**config.mk**
```make
export PLATFORM = sky130hd
export DESIGN_NAME = hex_text_to_bytes_parser_unit
export DESIGN_NICKNAME = d
export VERILOG_FILES = /design/src/hdl/hexparse_pkg.sv /design/src/hdl/hexparse_step.sv /design/src/hdl/hex_text_to_bytes_parser_unit.sv
export VERILOG_INCLUDE_DIRS = /design/src /design/src/hdl
export SDC_FILE = /design/constraint.sdc
export NUM_CORES = 1
export LEC_CHECK = 0
export BUFFER_PORTS_ARGS = -buffer_cell sky130_fd_sc_hd__clkbuf_2
export CORE_AREA = 2 2 95 97
export DETAILED_ROUTE_END_ITERATION = 12
export DIE_AREA = 0 0 97 99
export MAX_ROUTING_LAYER = met4
export PLACE_DENSITY = 0.73
export SETUP_SLACK_MARGIN = 0.5
export SYNTH_ARGS = -nofsm -noshare
export SYNTH_HDL_FRONTEND = slang
export SYNTH_SLANG_ARGS = --single-unit
```
**constraint.sdc**
```tcl
create_clock -name clk -period 4.4 [get_ports clk]
set_input_delay 0.88 -clock clk [delete_from_list [all_inputs] [get_ports clk]]
set_output_delay 0.88 -clock clk [all_outputs]
set_load 0.01 [all_outputs]
```
**src/hdl/hex_text_to_bytes_parser_unit_assert.svh**
```systemverilog
// ----------------------------------------------------------------------------
// Hex text parser assertion macros
// Shared macros for the concurrent checks of the hex text parser.
// ----------------------------------------------------------------------------
`ifndef HEX_TEXT_TO_BYTES_PARSER_UNIT_ASSERT_SVH
`define HEX_TEXT_TO_BYTES_PARSER_UNIT_ASSERT_SVH

// Antecedent holds in a cycle, so the consequent holds in the same cycle.
`define HP_ASSERT_SAME(lbl, clock, rstn, ante, cons, msg) \
	lbl: assert property (@(posedge clock) disable iff (!rstn) (ante) |-> (cons)) \
		else $error(msg);

// Antecedent holds in a cycle, so the consequent holds in the next cycle.
`define HP_ASSERT_NEXT(lbl, clock, rstn, ante, cons, msg) \
	lbl: assert property (@(posedge clock) disable iff (!rstn) (ante) |=> (cons)) \
		else $error(msg);

`endif

```
**src/hdl/hexparse_pkg.sv**
```systemverilog
// ----------------------------------------------------------------------------
// Hex text parser package
// Types and character constants shared by the parser modules.
// ----------------------------------------------------------------------------
`timescale 1ns / 1ps

package hexparse_pkg;

	// Parse phase of the current string.
	typedef enum logic [1:0] {
		PH_LEAD = 2'd0,
		PH_ZERO = 2'd1,
		PH_BODY = 2'd2
	} phase_t;

	// Error and final status codes.
	typedef enum logic [1:0] {
		ST_OK  = 2'd0,
		ST_BAD = 2'd1,
		ST_OVF = 2'd2
	} status_t;

	// Kind of a result item.
	typedef enum logic {
		KIND_BYTE   = 1'b0,
		KIND_STATUS = 1'b1
	} kind_t;

	localparam logic [7:0] CH_ZERO    = 8'h30;
	localparam logic [7:0] CH_COLON   = 8'h3A;
	localparam logic [7:0] CH_HYPHEN  = 8'h2D;
	localparam logic [7:0] CH_LOWER_X = 8'h78;
	localparam logic [7:0] CH_UPPER_X = 8'h58;
	localparam logic [7:0] CH_SPACE   = 8'h20;
	localparam logic [7:0] CH_TAB     = 8'h09;
	localparam logic [7:0] CH_CR      = 8'h0D;
	localparam logic [7:0] CH_LOWER_A = 8'h61;
	localparam logic [7:0] CH_UPPER_A = 8'h41;
	localparam logic [7:0] ALPHA_BASE = 8'd10;

	localparam int unsigned COUNT_W = 16;

	// Decoder state kept between characters.
	typedef struct packed {
		phase_t             phase;
		logic [3:0]         pending_nibble;
		logic               nibble_held;
		logic [COUNT_W-1:0] bytes_done;
		status_t            first_error;
	} parse_state_t;

	// One result item.
	typedef struct packed {
		kind_t              kind;
		logic [7:0]         byte_value;
		status_t            status;
		logic [COUNT_W-1:0] byte_count;
	} result_t;

	localparam parse_state_t STATE_RESET = '{
		phase:          PH_LEAD,
		pending_nibble: 4'd0,
		nibble_held:    1'b0,
		bytes_done:     '0,
		first_error:    ST_OK
	};

endpackage

```
**src/hdl/hexparse_step.sv**
```systemverilog
// ----------------------------------------------------------------------------
// Hex text parser step logic
// Combinational next-state and result logic for one character or end item.
// ----------------------------------------------------------------------------
`timescale 1ns / 1ps

module hexparse_step (
	input  hexparse_pkg::parse_state_t                cur,
	input  logic [7:0]                                char_code,
	input  logic                                      end_of_text,
	input  logic [hexparse_pkg::COUNT_W-1:0]          max_bytes,
	output hexparse_pkg::parse_state_t                nxt,
	output logic                                      emit,
	output hexparse_pkg::result_t                     res
);

	logic       is_space;
	logic       is_delim;
	logic       is_hex;
	logic [3:0] hex_val;
	logic       body_go;

	// Character classification.
	always_comb begin
		is_space = (char_code inside {[hexparse_pkg::CH_TAB:hexparse_pkg::CH_CR],
			hexparse_pkg::CH_SPACE});
		is_delim = is_space || (char_code == hexparse_pkg::CH_COLON)
			|| (char_code == hexparse_pkg::CH_HYPHEN);
		is_hex  = 1'b1;
		hex_val = 4'd0;
		case (char_code) inside
			[8'h30:8'h39]: hex_val = char_code[3:0];
			[8'h61:8'h66]: hex_val = 4'(char_code - hexparse_pkg::CH_LOWER_A
				+ hexparse_pkg::ALPHA_BASE);
			[8'h41:8'h46]: hex_val = 4'(char_code - hexparse_pkg::CH_UPPER_A
				+ hexparse_pkg::ALPHA_BASE);
			default: is_hex = 1'b0;
		endcase
	end

	// Phase handling, body decoding and the end-of-text report.
	always_comb begin
		nxt     = cur;
		emit    = 1'b0;
		body_go = 1'b0;
		res     = '{kind: hexparse_pkg::KIND_BYTE, byte_value: 8'd0,
			status: hexparse_pkg::ST_OK, byte_count: '0};

		if (end_of_text) begin
			emit        = 1'b1;
			res.kind    = hexparse_pkg::KIND_STATUS;
			res.status  = cur.first_error;
			if ((cur.first_error == hexparse_pkg::ST_OK) && cur.nibble_held) begin
				res.status = hexparse_pkg::ST_BAD;
			end
			res.byte_count = (res.status == hexparse_pkg::ST_OK) ? cur.bytes_done : '0;
			nxt = hexparse_pkg::STATE_RESET;
		end else if (cur.first_error == hexparse_pkg::ST_OK) begin
			case (cur.phase)
				hexparse_pkg::PH_LEAD: begin
					if (is_space) begin
						nxt.phase = hexparse_pkg::PH_LEAD;
					end else if (char_code == hexparse_pkg::CH_ZERO) begin
						nxt.pending_nibble = 4'd0;
						nxt.nibble_held    = 1'b1;
						nxt.phase          = hexparse_pkg::PH_ZERO;
					end else begin
						nxt.phase = hexparse_pkg::PH_BODY;
						body_go   = 1'b1;
					end
				end
				hexparse_pkg::PH_ZERO: begin
					nxt.phase = hexparse_pkg::PH_BODY;
					if ((char_code == hexparse_pkg::CH_LOWER_X)
						|| (char_code == hexparse_pkg::CH_UPPER_X)) begin
						nxt.nibble_held    = 1'b0;
						nxt.pending_nibble = 4'd0;
					end else begin
						body_go = 1'b1;
					end
				end
				default: begin
					body_go = 1'b1;
				end
			endcase

			// Body: skip delimiters, pair digits into bytes.
			if (body_go && !is_delim) begin
				if (!is_hex) begin
					nxt.first_error = hexparse_pkg::ST_BAD;
				end else if (!cur.nibble_held) begin
					nxt.pending_nibble = hex_val;
					nxt.nibble_held    = 1'b1;
				end else begin
					nxt.nibble_held = 1'b0;
					if (cur.bytes_done >= max_bytes) begin
						nxt.first_error = hexparse_pkg::ST_OVF;
					end else begin
						nxt.bytes_done = cur.bytes_done + 1'b1;
						emit           = 1'b1;
						res.byte_value = {cur.pending_nibble, hex_val};
						res.byte_count = cur.bytes_done + 1'b1;
					end
				end
			end
		end
	end

endmodule

```
**src/hdl/hex_text_to_bytes_parser_unit.sv**
```systemverilog
// ----------------------------------------------------------------------------
// Hex text to bytes parser
// Decodes an ASCII hex string, one character per transfer, into bytes.
// ----------------------------------------------------------------------------
// The parser gives each decoded byte, and the final status for an end-of-text
// transfer, after its character has passed the input register and the result
// register. Throughput is one character per cycle; it drops only while a
// finished result waits in the result register and the next character would
// produce another result.
// max_bytes is written through cfg_we/cfg_wdata; the user must write it only
// while no string is in flight, as the block itself does not enforce this.
`timescale 1ns / 1ps
`include "hex_text_to_bytes_parser_unit_assert.svh"

module hex_text_to_bytes_parser_unit (
	input  logic        clk,
	input  logic        arst_n,
	// Configuration: max_bytes.
	input  logic        cfg_we,
	input  logic [15:0] cfg_wdata,
	// Character stream.
	input  logic        s_tvalid,
	output logic        s_tready,
	input  logic [7:0]  s_tdata,   // [7:0] char_code
	input  logic        s_tlast,   // end_of_text
	// Result stream.
	output logic        m_tvalid,
	input  logic        m_tready,
	output logic [31:0] m_tdata,   // [7:0] byte_value, [9:8] status, [25:10] byte_count
	output logic        m_tuser    // result_kind
);

	logic [hexparse_pkg::COUNT_W-1:0] max_bytes_q;
	hexparse_pkg::parse_state_t       state_q;
	hexparse_pkg::parse_state_t       state_nxt;
	hexparse_pkg::result_t            res;
	hexparse_pkg::result_t            res_s2;
	logic                             emit;
	logic                             valid_s1;
	logic [7:0]                       char_s1;
	logic                             end_s1;
	logic                             valid_s2;
	logic                             proceed;

	// Configuration register.
	always_ff @(posedge clk or negedge arst_n) begin
		if (!arst_n) begin
			max_bytes_q <= '1;
		end else if (cfg_we) begin
			max_bytes_q <= cfg_wdata;
		end
	end

	// The held item is processed unless it produces a result that cannot be stored.
	assign proceed  = valid_s1 && (!emit || !valid_s2 || m_tready);
	assign s_tready = !valid_s1 || proceed;

	// Input register.
	always_ff @(posedge clk or negedge arst_n) begin
		if (!arst_n) begin
			valid_s1 <= 1'b0;
		end else if (s_tready) begin
			valid_s1 <= s_tvalid;
		end
	end

	always_ff @(posedge clk) begin
		if (s_tready && s_tvalid) begin
			char_s1 <= s_tdata;
			end_s1  <= s_tlast;
		end
	end

	hexparse_step u_step (
		.cur         (state_q),
		.char_code   (char_s1),
		.end_of_text (end_s1),
		.max_bytes   (max_bytes_q),
		.nxt         (state_nxt),
		.emit        (emit),
		.res         (res)
	);

	// Decoder state.
	always_ff @(posedge clk or negedge arst_n) begin
		if (!arst_n) begin
			state_q <= hexparse_pkg::STATE_RESET;
		end else if (proceed) begin
			state_q <= state_nxt;
		end
	end

	// Result register.
	always_ff @(posedge clk or negedge arst_n) begin
		if (!arst_n) begin
			valid_s2 <= 1'b0;
		end else if (proceed && emit) begin
			valid_s2 <= 1'b1;
		end else if (m_tready) begin
			valid_s2 <= 1'b0;
		end
	end

	always_ff @(posedge clk) begin
		if (proceed && emit) begin
			res_s2 <= res;
		end
	end

	assign m_tvalid = valid_s2;
	assign m_tuser  = res_s2.kind;
	assign m_tdata  = {6'd0, res_s2.byte_count, res_s2.status, res_s2.byte_value};

	// An end item leaves the decoder in its reset state.
	`HP_ASSERT_NEXT(a_end_clears, clk, arst_n, proceed && end_s1,
		state_q == hexparse_pkg::STATE_RESET, "decoder state not cleared after end item")

	// No byte is produced once an error has been recorded.
	`HP_ASSERT_SAME(a_err_blocks, clk, arst_n,
		proceed && emit && (res.kind == hexparse_pkg::KIND_BYTE),
		state_q.first_error == hexparse_pkg::ST_OK, "byte produced after an error")

	// A byte is produced only below the configured limit.
	`HP_ASSERT_SAME(a_limit, clk, arst_n,
		proceed && emit && (res.kind == hexparse_pkg::KIND_BYTE),
		state_q.bytes_done < max_bytes_q, "byte produced past max_bytes")

	// A failed string reports a zero count.
	`HP_ASSERT_SAME(a_err_count, clk, arst_n,
		valid_s2 && (res_s2.kind == hexparse_pkg::KIND_STATUS)
			&& (res_s2.status != hexparse_pkg::ST_OK),
		res_s2.byte_count == '0, "nonzero count reported with an error status")

endmodule

```
==> results of run 1 <==
-- stage by stage --
| stage | worst slack, ns | hold WS, ns | total power [mW] | utilization | instance area, um^2 |
|---|---|---|---|---|---|
| final | 0.2513 | 0.4932 | 1.821 | 0.5915 | 5057 |
| after global routing | 0.1578 | 0.5171 | 1.904 | 0.5915 | 5057 |
| after CTS | 0.2043 | 0.4951 | 1.833 | 0.5915 | 5057 |
| after detailed placement | 0.4471 | 0.4740 | 1.184 | 0.5594 | 4783 |
| after global placement | 0.4702 | 0.4668 | 1.174 | 0.5594 | 4783 |
| after floorplan | 0.5709 | 0.4244 | 1.080 | - | 4412 |
-- Yosys cell counts, types with 8 or more instances --
cell type	count
a21oi_1	8
a221o_1	14
a31oi_1	16
and3_1	24
clkbuf_1	19
dfrtp_1	27
dfstp_2	16
edfxtp_1	36
ha_1	22
inv_1	29
mux2i_1	14
nand2_1	31
nand3_1	24
nor2_1	28
nor3_1	9
o21ai_0	23
-- worst reg2reg max path, stage by stage (launching register included) --
cell,delay (ns)
dfstp_2,0.53
inv_2,0.05
ha_4,0.21
a21o_1,0.15
a211o_1,0.28
or4_4,0.53
o32ai_4,0.25
buf_4,0.38
and4bb_1,0.30
a31oi_2,0.06
inv_1,0.20
buf_4,0.34
-- cell families (layout without fill, tap and decap cells) --
logic type               Yosys count  after routing  share of synthesized area
adder cells (fa/ha/maj)           22             22                    0.06266
AO/OA/AOI/OAI                     95             95                     0.1575
AND/OR/NAND/NOR                  157            157                     0.1928
other                              1              6                  0.0008536
flip-flops                        79             79                     0.4956
multiplexers                      16             16                    0.03703
buffers and inverters             56            113                    0.05354
-- layer usage --
metal / part of all wire / routed length [um] / GRT usage
met1: 0.43 / 4097 / 0.2482
met3: 0.036 / 337 / 0.03121
met4: 0.011 / 102 / 0.06176
met5: 0 / 0 / -
met2: 0.52 / 4955 / 0.3568
-- repair_timing --
action | 4_1_cts | 5_1_grt
pin swaps | 7 | 1
endpoints found under the setup margin | 1 | 1
buffers inserted | 2 | 0
gates resized for setup | 6 | 0
-- report_power, final --
group          switching (mW)  internal (mW)  leakage [nW]  total (mW)
Combinational           0.201          0.114          1.28       0.315
Sequential             0.0342          0.829         0.876       0.864
Clock                   0.268          0.375         0.110       0.643
-- flip-flops by register name, indices dropped and copies added (netlist names) --
name         count
max_bytes_q     16
m_tvalid         1
valid_s1         1
char_s1          8
end_s1           1
m_tuser          1
m_tdata         26
state_q         25
-- placed cells by master, fill, tap and decap left out, types with 15 or more instances in the layout --
master	instances
clkbuf_2	58
nand2_1	31
a31oi_1	15
inv_1	27
nor2_1	28
and3_1	24
nand3_1	24
ha_1	20
dfstp_2	16
o21ai_0	23
edfxtp_1	36
dfrtp_1	27
-- path summary, 6_finish.rpt --
check                                 from          end  slack (ns)
setup reg to reg           max_bytes_q[14]  m_tdata[24]        0.79
max in group asynchronous           arst_n  state_q[10]        3.40
hold reg to reg                state_q[22]  state_q[22]        0.49
hold / removal                 state_q[22]  state_q[22]        0.49
min in group asynchronous           arst_n   state_q[7]        0.62
setup / recovery           max_bytes_q[14]     s_tready        0.25
-- final cells by class --
| class | count | area, um^2 | area share |
|---|---|---|---|
| Clock buffer | 10 | 127.6 | 0.02523 |
| Clock inverter | 6 | 108.9 | 0.02152 |
| Inverter | 29 | 108.9 | 0.02152 |
| Multi-Input combinational cell | 296 | 2034 | 0.4023 |
| Sequential cell | 79 | 2177 | 0.4305 |
| Tap cell | 108 | 135.1 | 0.02672 |
| Timing Repair Buffer | 68 | 365.4 | 0.07224 |
==> impl_metrics.csv, run 1 <==
group,metric,value,unit
run_status,status,"complete, no violations",
yosys,synth_top_area_cell,"edfxtp_1",
floorplanning,die_area,9603,um^2
drt,drt_pass1_iterations,4,
floorplanning,rows,34,
placement,dp_hpwl,6515,um
timing,drv_slew,0,
timing,skew,0.007669,ns
setup_path,crit_path_end_kind,"primary output",
yosys,synth_edf_count,36,
yosys,yosysUniqueCellTypes,55,
placement,gp_congestion,0.8562,
hold_path,holdCritPathClass,"register to register",
yosys,ys_seq_area_frac,0.4956,
clock_tree,cts_tree,"built",
setup_path,critPathBufInv,2,
drt,viasPerCell,5.789,
finish,nets,535,
setup_path,crit_arrival,3.27,ns
flow_run,drv_cap,0,
timing,setup_violations,0,
timing,worstMarginPinSlew,0.7410,ns
finish,final_cells,596,
clock_tree,hold_buffers,0,
global_routing,antenna_found_initial,0,
clock_tree,clock_sinks,79,
setup_path,cpLargestDelayFamily,"simple AND/OR/NAND/NOR gates",
placement,portBuffers,58,
finish,drive_above_1_share,0.2336,
timing,fin_crit,4.149,ns
timing,tns,0,ns
drt,drt_iter0_markers,219,
power,irDropWorstVdd,0.2109,mV
setup_path,slowest_stage,"dfstp_2",
setup_path,cp.required,3.52,ns
hold_path,hold_depth,1,
floorplanning,core_area,8551,um^2
setup_path,critPathKind,"register to primary output",
timing,rsz0062_at_grt,"true",
timing,hold_viol_final,0,
floorplanning,die_h,99,um
yosys,synth_warnings,0,
power,p_per_area,360.1,nW/um^2
finish,insertedDiodeCount,0,
setup_path,critical_path_depth,9,
yosys,yosys.area.top_type_share,0.2461,
yosys,async_flop_share,0.5443,
global_routing,grt_max_degree,44,
timing,fin_crit_sh,0.9429,
floorplanning,io_pins,65,
drt,vias,3450,
yosys,synth_area_leaders,"edfxtp_1, dfrtp_1, dfstp_2",
power,p_leak,2.266,nW
global_routing,grt_pass1_wl,15340,um
clock_tree,cts_htree_levels,3,
setup_path,cp_max_fo,3,
setup_path,worstPathCellList,"inv_2 > ha_4 > a21o_1 > a211o_1 > or4_4 > o32ai_4 > or4b_4 > a211o_1 > clkbuf_2",
floorplanning,dieWidth,97,um
setup_path,slowest_delay,0.53,ns
global_routing,grt_usage,0.2051,
clock_tree,clock_latency,0.35,ns
floorplanning,initial_core_util,0.5138,
timing,fmax,241.0,MHz
drt,antenna_left,0,
global_routing,overflow,0,
finish,area_growth,15.12,%
yosys,ys.flop_type,"edfxtp_1",
setup_path,cpMostUsedCell,"a211o_1",
yosys,synthCells,426,
clock_tree,clk_path_buf_depth,2,
global_routing,grt_pass1_vias,3196,
setup_path,start_kind,"register",
yosys,synth-seq-cells,79,
drt,post-route-drc-count,0,
timing,slew_headroom,0.5047,
drt,wirelength,9491,um
finish,nFillCells,742,
yosys,syn_area_per_cell,10.31,um^2
clock_tree,cts_made_buffers,9,
yosys,netlist_area,4393,um^2
setup_path,r2r_cells,11,
placement,place_inst,578,
clock_tree,cts_root_buf,"clkbuf_8",
clock_tree,clk_pin_slew_worst_paths,0.08,ns
drt,routedWlPerCell,15.92,um
(Power assumes the default switching activity.)
==> run 2, diff against run 1 <==
--- a/config.mk
+++ b/config.mk
@@ -7,9 +7,9 @@
 export NUM_CORES = 1
 export LEC_CHECK = 0
 export BUFFER_PORTS_ARGS = -buffer_cell sky130_fd_sc_hd__clkbuf_2
-export CORE_AREA = 2 2 95 97
+export CORE_AREA = 8 8 101 103
 export DETAILED_ROUTE_END_ITERATION = 12
-export DIE_AREA = 0 0 97 99
+export DIE_AREA = 0 0 109 111
 export MAX_ROUTING_LAYER = met4
 export PLACE_DENSITY = 0.73
 export SETUP_SLACK_MARGIN = 0.5
==> run 2 against run 1 <==
Compared with the run above: sequential power is essentially flat; worst hold slack worse by 0.0056 ns; non-clock buffer count up 1; clock-buffer cell count shrank 1; first-iteration DRC count decreased by 6.4%; sequential cell count stayed put; register-to-register slack better by 0.09 ns; utilization down 0.15 points; critical endpoint unchanged; combinational power is essentially flat; global-route usage fell by 3.2 points; cell count increased by 0.17%; die area increased by 26%.
==> impl_metrics.csv, run 2 (synthesis results as in run 1) <==
group,metric,value,unit
placement,dp_hpwl,6975,um
floorplanning,rows,34,
timing,skew,0.009056,ns
flow_run,drv_cap,0,
run_status,status,"complete, no violations",
power,finalPower,1.711,mW
setup_path,critPathBufInv,2,
finish,nets,536,
timing,fin_crit,4.152,ns
global_routing,antenna_found_initial,0,
timing,layout_setup_ws,0.2485,ns
setup_path,slowest_delay,0.53,ns
finish,final_common_cell,"clkbuf_2",
floorplanning,die_area,12100,um^2
finish,drive_above_1_share,0.2434,
finish,fin_util,0.5900,
clock_tree,clock_sinks,79,
finish,final_cell_area,5045,um^2
global_routing,grt_pass1_vias,3456,
placement,portBuffers,58,
power,irDropWorstVdd,0.1805,mV
timing,drv_slew,0,
finish,final_cells,597,
global_routing,overflow,0,
finish,largest_reg_flops,26,
drt,viasPerCell,5.827,
drt,vias,3479,
setup_path,critPathKind,"register to primary output",
global_routing,grt_usage,0.1736,
setup_path,cp_max_fo,2,
finish,insertedDiodeCount,0,
setup_path,cp.required,3.52,ns
finish,mostFrequentLayoutCells,"clkbuf_2, edfxtp_1, nand2_1",
power,p_leak,2.265,nW
clock_tree,cts_htree_levels,3,
clock_tree,cts_root_buf,"clkbuf_8",
timing,holdWs,0.4876,ns
timing,setup_violations,0,
drt,routedWlPerCell,16.45,um
timing,hold_viol_final,0,
hold_path,holdCritPathClass,"register to register",
global_routing,grt_max_degree,44,
setup_path,slowest_stage,"dfstp_2",
drt,antenna_left,0,
setup_path,worstPathCellList,"inv_2 > ha_4 > a21o_1 > a211o_1 > or4_4 > o32ai_4 > or4b_4 > a211o_1 > buf_2",
floorplanning,core_area,8551,um^2
floorplanning,die_h,111,um
placement,gp_congestion,0.9166,
setup_path,cpLargestDelayFamily,"compound AO/OA/AOI/OAI gates",
drt,wirelength,9823,um
timing,fin_crit_sh,0.9435,
setup_path,crit_path_end_kind,"primary output",
setup_path,start_kind,"register",
timing,tns,0,ns
drt,drt_iter0_markers,205,
floorplanning,dieWidth,109,um
drt,drt_pass1_iterations,7,
finish,area_growth,14.84,%
floorplanning,initial_core_util,0.5138,
placement,dp_slack,0.4519,ns
timing,slew_headroom,0.5001,
drt,post-route-drc-count,0,
clock_tree,clock_latency,0.35,ns
power,p_per_area,339.2,nW/um^2
setup_path,cpMostUsedCell,"a211o_1",
timing,worstMarginPinSlew,0.7480,ns
clock_tree,clk_path_buf_depth,2,
placement,postPlaceCellArea,4783,um^2
clock_tree,clk_pin_slew_worst_paths,0.08,ns
timing,fmax,240.9,MHz
clock_tree,cts_made_buffers,9,
floorplanning,io_pins,65,
placement,place_inst,578,
clock_tree,cts_tree,"built",
global_routing,grt_pass1_wl,16320,um
setup_path,crit_arrival,3.27,ns
timing,rsz0062_at_grt,"true",
run 2: path summary, 6_finish.rpt:
kind / startpoint / to / slack, ns / cells after the start
max: max_bytes_q[14] / s_tready / 0.25 / 9
min: state_q[20] / state_q[20] / 0.49 / 1
max reg2reg: max_bytes_q[14] / m_tdata[25] / 0.88 / 11
min reg2reg: state_q[20] / state_q[20] / 0.49 / 1
max in group asynchronous: arst_n / state_q[23] / 3.41 / 2
min in group asynchronous: arst_n / state_q[2] / 0.61 / 2
run 2: worst reg2reg max path, delay by kind of cell (launching register included):
family	cells	cell delay (ns)
buf+inv	4	0.94
compound gates	4	0.72
simple gates	2	0.79
fa+ha+maj	1	0.21
flops	1	0.53
run 2: power by group:
part / switching [mW] / internal (mW) / leakage [nW]
clock: 0.271 / 0.263 / 0.0992
combinational: 0.199 / 0.115 / 1.29
sequential: 0.0340 / 0.829 / 0.876
run 2: final cells by class:
cell class	count	area, um^2
Fill cell	736	3506
Sequential cell	79	2177
Multi-Input combinational cell	296	2053
Timing Repair Buffer	69	372.9
Tap cell	108	135.1
Clock buffer	9	123.9
Inverter	29	108.9
Clock inverter	7	73.82
run 2: routing by layer:
layer  routed length [um]  track usage  vias to the layer above
li1                     -            -                     1689
met1                 4091       0.1950                     1682
met2                 5137       0.2987                       94
met3                  422      0.02616                       14
met4                  171      0.06849                        0
met5                    0            -                        -
run 2: timing repair:
item / in CTS / in global routing
endpoints found under the hold margin: 0 / 0
gates cloned: 0 / 0
pin swaps: 7 / 3
setup buffers: 2 / 1
hold buffers: 0 / 0
resized for setup: 7 / 3
endpoints found under the setup margin: 1 / 1
==> run 3, diff against run 2 <==
--- a/config.mk
+++ b/config.mk
@@ -6,12 +6,13 @@
 export SDC_FILE = /design/constraint.sdc
 export NUM_CORES = 1
 export LEC_CHECK = 0
+export ABC_AREA = 1
 export BUFFER_PORTS_ARGS = -buffer_cell sky130_fd_sc_hd__clkbuf_2
-export CORE_AREA = 8 8 101 103
+export CORE_AREA = 8 8 103 105
 export DETAILED_ROUTE_END_ITERATION = 12
-export DIE_AREA = 0 0 109 111
+export DIE_AREA = 0 0 111 113
 export MAX_ROUTING_LAYER = met4
-export PLACE_DENSITY = 0.73
+export PLACE_DENSITY = 0.74
 export SETUP_SLACK_MARGIN = 0.5
 export SYNTH_ARGS = -nofsm -noshare
 export SYNTH_HDL_FRONTEND = slang
==> constraint.sdc (replaced) <==
create_clock -name clk -period 4.95 [get_ports clk]
set_input_delay 0.99 -clock clk [delete_from_list [all_inputs] [get_ports clk]]
set_output_delay 0.99 -clock clk [all_outputs]
set_load 0.01 [all_outputs]
==> run 3 against run 2 <==
Compared with the run above: die area increased by 3.7%; first-iteration DRC count increased by 3.4%; utilization decreased by 1.7 points; sequential share of layout area decreased by 0.86 points; critical path depth increased by 3; clock skew decreased by 0.0027 ns; worst setup slack improved by 1.2 ns; clock-buffer cell count increased by 1; critical endpoint unchanged; highest routed layer unchanged.
==> impl_metrics.csv, run 3 <==
group,metric,value,unit
floorplanning,die_h,113,um
setup_path,cp_max_fo,6,
floorplanning,die_area,12540,um^2
flow_run,drv_cap,0,
yosys,synth_warnings,0,
power,p_per_area,284.4,nW/um^2
placement,gp_congestion,0.8675,
global_routing,met3_usage,0.03016,
timing,tns,0,ns
clock_tree,cts_htree_levels,3,
global_routing,grt_max_degree,44,
timing,slew_headroom,0.2789,
setup_path,crit_arrival,2.49,ns
yosys,syn_area_per_cell,9.058,um^2
setup_path,critPathKind,"register to primary output",
timing,fin_crit,3.482,ns
setup_path,cpLargestDelayFamily,"simple AND/OR/NAND/NOR gates",
global_routing,met1_usage,0.1996,
power,irDropWorstVdd,0.1657,mV
finish,largest_reg_flops,26,
clock_tree,clk_path_buf_depth,2,
yosys,yosys.area.top_type_share,0.2322,
floorplanning,rows,35,
finish,final_common_cell,"nand2_1",
timing,drv_slew,0,
run_status,status,"complete, no violations",
clock_tree,cts_root_buf,"clkbuf_8",
floorplanning,dieWidth,111,um
setup_path,slowest_stage,"edfxtp_1",
clock_tree,hold_buffers,0,
power,p_leak,2.271,nW
yosys,async_flop_share,0.5443,
clock_tree,cts_tree,"built",
finish,mostFrequentLayoutCells,"nand2_1, inv_1, clkbuf_2",
finish,area_growth,10.56,%
timing,fmax,287.2,MHz
drt,wirelength,9326,um
placement,portBuffers,58,
timing,worstMarginPinSlew,1.082,ns
global_routing,overflow,0,
yosys,synth_top_cells_by_count,"nand2_1, inv_1, nor2_1, edfxtp_1, o21ai_0",
floorplanning,core_area,8977,um^2
clock_tree,clock_sinks,79,
yosys,synth_most_common_cell,"nand2_1",
global_routing,busiest_layer,"met2",
floorplanning,io_pins,65,
setup_path,start_kind,"register",
power,finalPower,1.464,mW
finish,drive_above_1_share,0.2795,
drt,routedWlPerCell,13.57,um
drt,vias,3563,
setup_path,cp.required,3.96,ns
finish,insertedDiodeCount,0,
clock_tree,cts_made_buffers,9,
global_routing,antenna_found_initial,0,
clock_tree,postCtsSetupRepairBufs,0,
yosys,synthCells,514,
global_routing,grt_pass1_wl,15890,um
drt,post-route-drc-count,0,
global_routing,grt_usage,0.1561,
timing,fin_crit_sh,0.7035,
finish,nets,623,
timing,setup_violations,0,
setup_path,slowest_delay,0.41,ns
yosys,netlist_area,4656,um^2
drt,drt_iter0_markers,212,
global_routing,grt_pass1_vias,3385,
clock_tree,clk_pin_slew_worst_paths,0.08,ns
yosys,synth_edf_count,36,
yosys,synth_area_leaders,"edfxtp_1, dfrtp_1, dfstp_2",
timing,rsz0062_at_grt,"false",
drt,viasPerCell,5.186,
global_routing,grt_use_met2,0.2365,
yosys,ys.flop_type,"edfxtp_1",
finish,nFillCells,764,
yosys,synth-seq-cells,79,
drt,drt_pass1_iterations,5,
yosys,synth_top_area_cell,"edfxtp_1",
hold_path,holdCritPathClass,"register to register",
drt,antenna_left,0,
setup_path,worstPathCellList,"inv_1 > ha_1 > nor2_1 > nand2_1 > nand3_2 > inv_2 > a31oi_1 > nor2_4 > nand2_2 > nand2_4 > nand3_1 > clkbuf_2",
setup_path,critPathBufInv,3,
clock_tree,clock_latency,0.35,ns
placement,dp_hpwl,6890,um
timing,hold_viol_final,0,
yosys,ys_seq_area_frac,0.4676,
yosys,yosysUniqueCellTypes,39,
setup_path,crit_path_end_kind,"primary output",
clock_tree,ctsResizeCount,0,
floorplanning,initial_core_util,0.5186,
timing,skew,0.006344,ns
run 3: cell count changes in the layout (fill, tap and decap cells not counted), sizes merged, moves of 18 or more:
cell	change
and3	-24
inv	+36
nand2	+102
nand3	+18
nor2	+18
o21ai	+30
run 3: cells by family (layout without fill, tap and decap cells):
family / after synthesis / in the layout / share of synthesized area
and+or+nand+nor: 244 / 244 / 0.2714
AOI/OAI and AO/OA: 82 / 82 / 0.1126
other: 1 / 6 / 0.0008055
xor gates and xnor gates: 2 / 2 / 0.003763
buffers and inverters: 83 / 140 / 0.08223
DFF: 79 / 79 / 0.4676
muxes: 1 / 1 / 0.002419
adders and majority gates: 22 / 22 / 0.05912
run 3: path summary, 6_finish.rpt:
check                           slack (ns)               to  cells past startpoint             from
worst max-delay path                  1.47         s_tready                     12       char_s1[0]
worst min-delay path                  0.49  max_bytes_q[11]                      2  max_bytes_q[11]
worst max register to register        1.75       m_tdata[2]                     13       char_s1[0]
worst min register to register        0.49  max_bytes_q[11]                      2  max_bytes_q[11]
max in group asynchronous             3.46      state_q[15]                      1           arst_n
min in group asynchronous             0.83       state_q[3]                      1           arst_n
run 3: where the power goes:
group / switching (mW) / internal [mW]
Sequential: 0.0277 / 0.747
Clock: 0.227 / 0.227
Combinational: 0.165 / 0.0704
run 3: worst reg2reg max path, cell delays in order (launching register included):
cell,delay [ns]
edfxtp_1,0.41
inv_1,0.14
ha_1,0.25
nor2_1,0.14
nand2_1,0.07
nand2_1,0.08
o21ai_2,0.09
nand2_1,0.11
nand3_2,0.12
nor2_4,0.17
nand2_2,0.09
nand2_4,0.09
nand3_4,0.40
inv_2,0.66
run 3: layer usage:
| layer | vias to the layer above | share of wire |
|---|---|---|
| met5 | - | 0 |
| met4 | 0 | 0.017 |
| met3 | 13 | 0.045 |
| met2 | 94 | 0.46 |
| met1 | 1645 | 0.48 |
| li1 | 1811 | - |
run 3: stage by stage:
step	setup slack [ns]	instances	hold slack (ns)	area (um^2)	util
floorplan	2.246	519	0.4206	4674	-
global placement	1.841	671	0.4713	4969	0.5534
detailed placement	1.752	671	0.4851	4969	0.5534
CTS	1.468	687	0.4996	5147	0.5734
global route	1.254	687	0.5220	5147	0.5734
finish	1.468	687	0.4914	5147	0.5734
run 3: cell type report:
type | instances | area [um^2] | area share
flip-flops and latches | 79 | 2177 | 0.4229
inverters | 66 | 247.7 | 0.04813
multi-input cells | 357 | 2115 | 0.4108
clock buffers | 10 | 127.6 | 0.02479
repair buffers | 58 | 290.3 | 0.05639
clock inverters | 6 | 51.30 | 0.009966
well taps | 111 | 138.9 | 0.02698
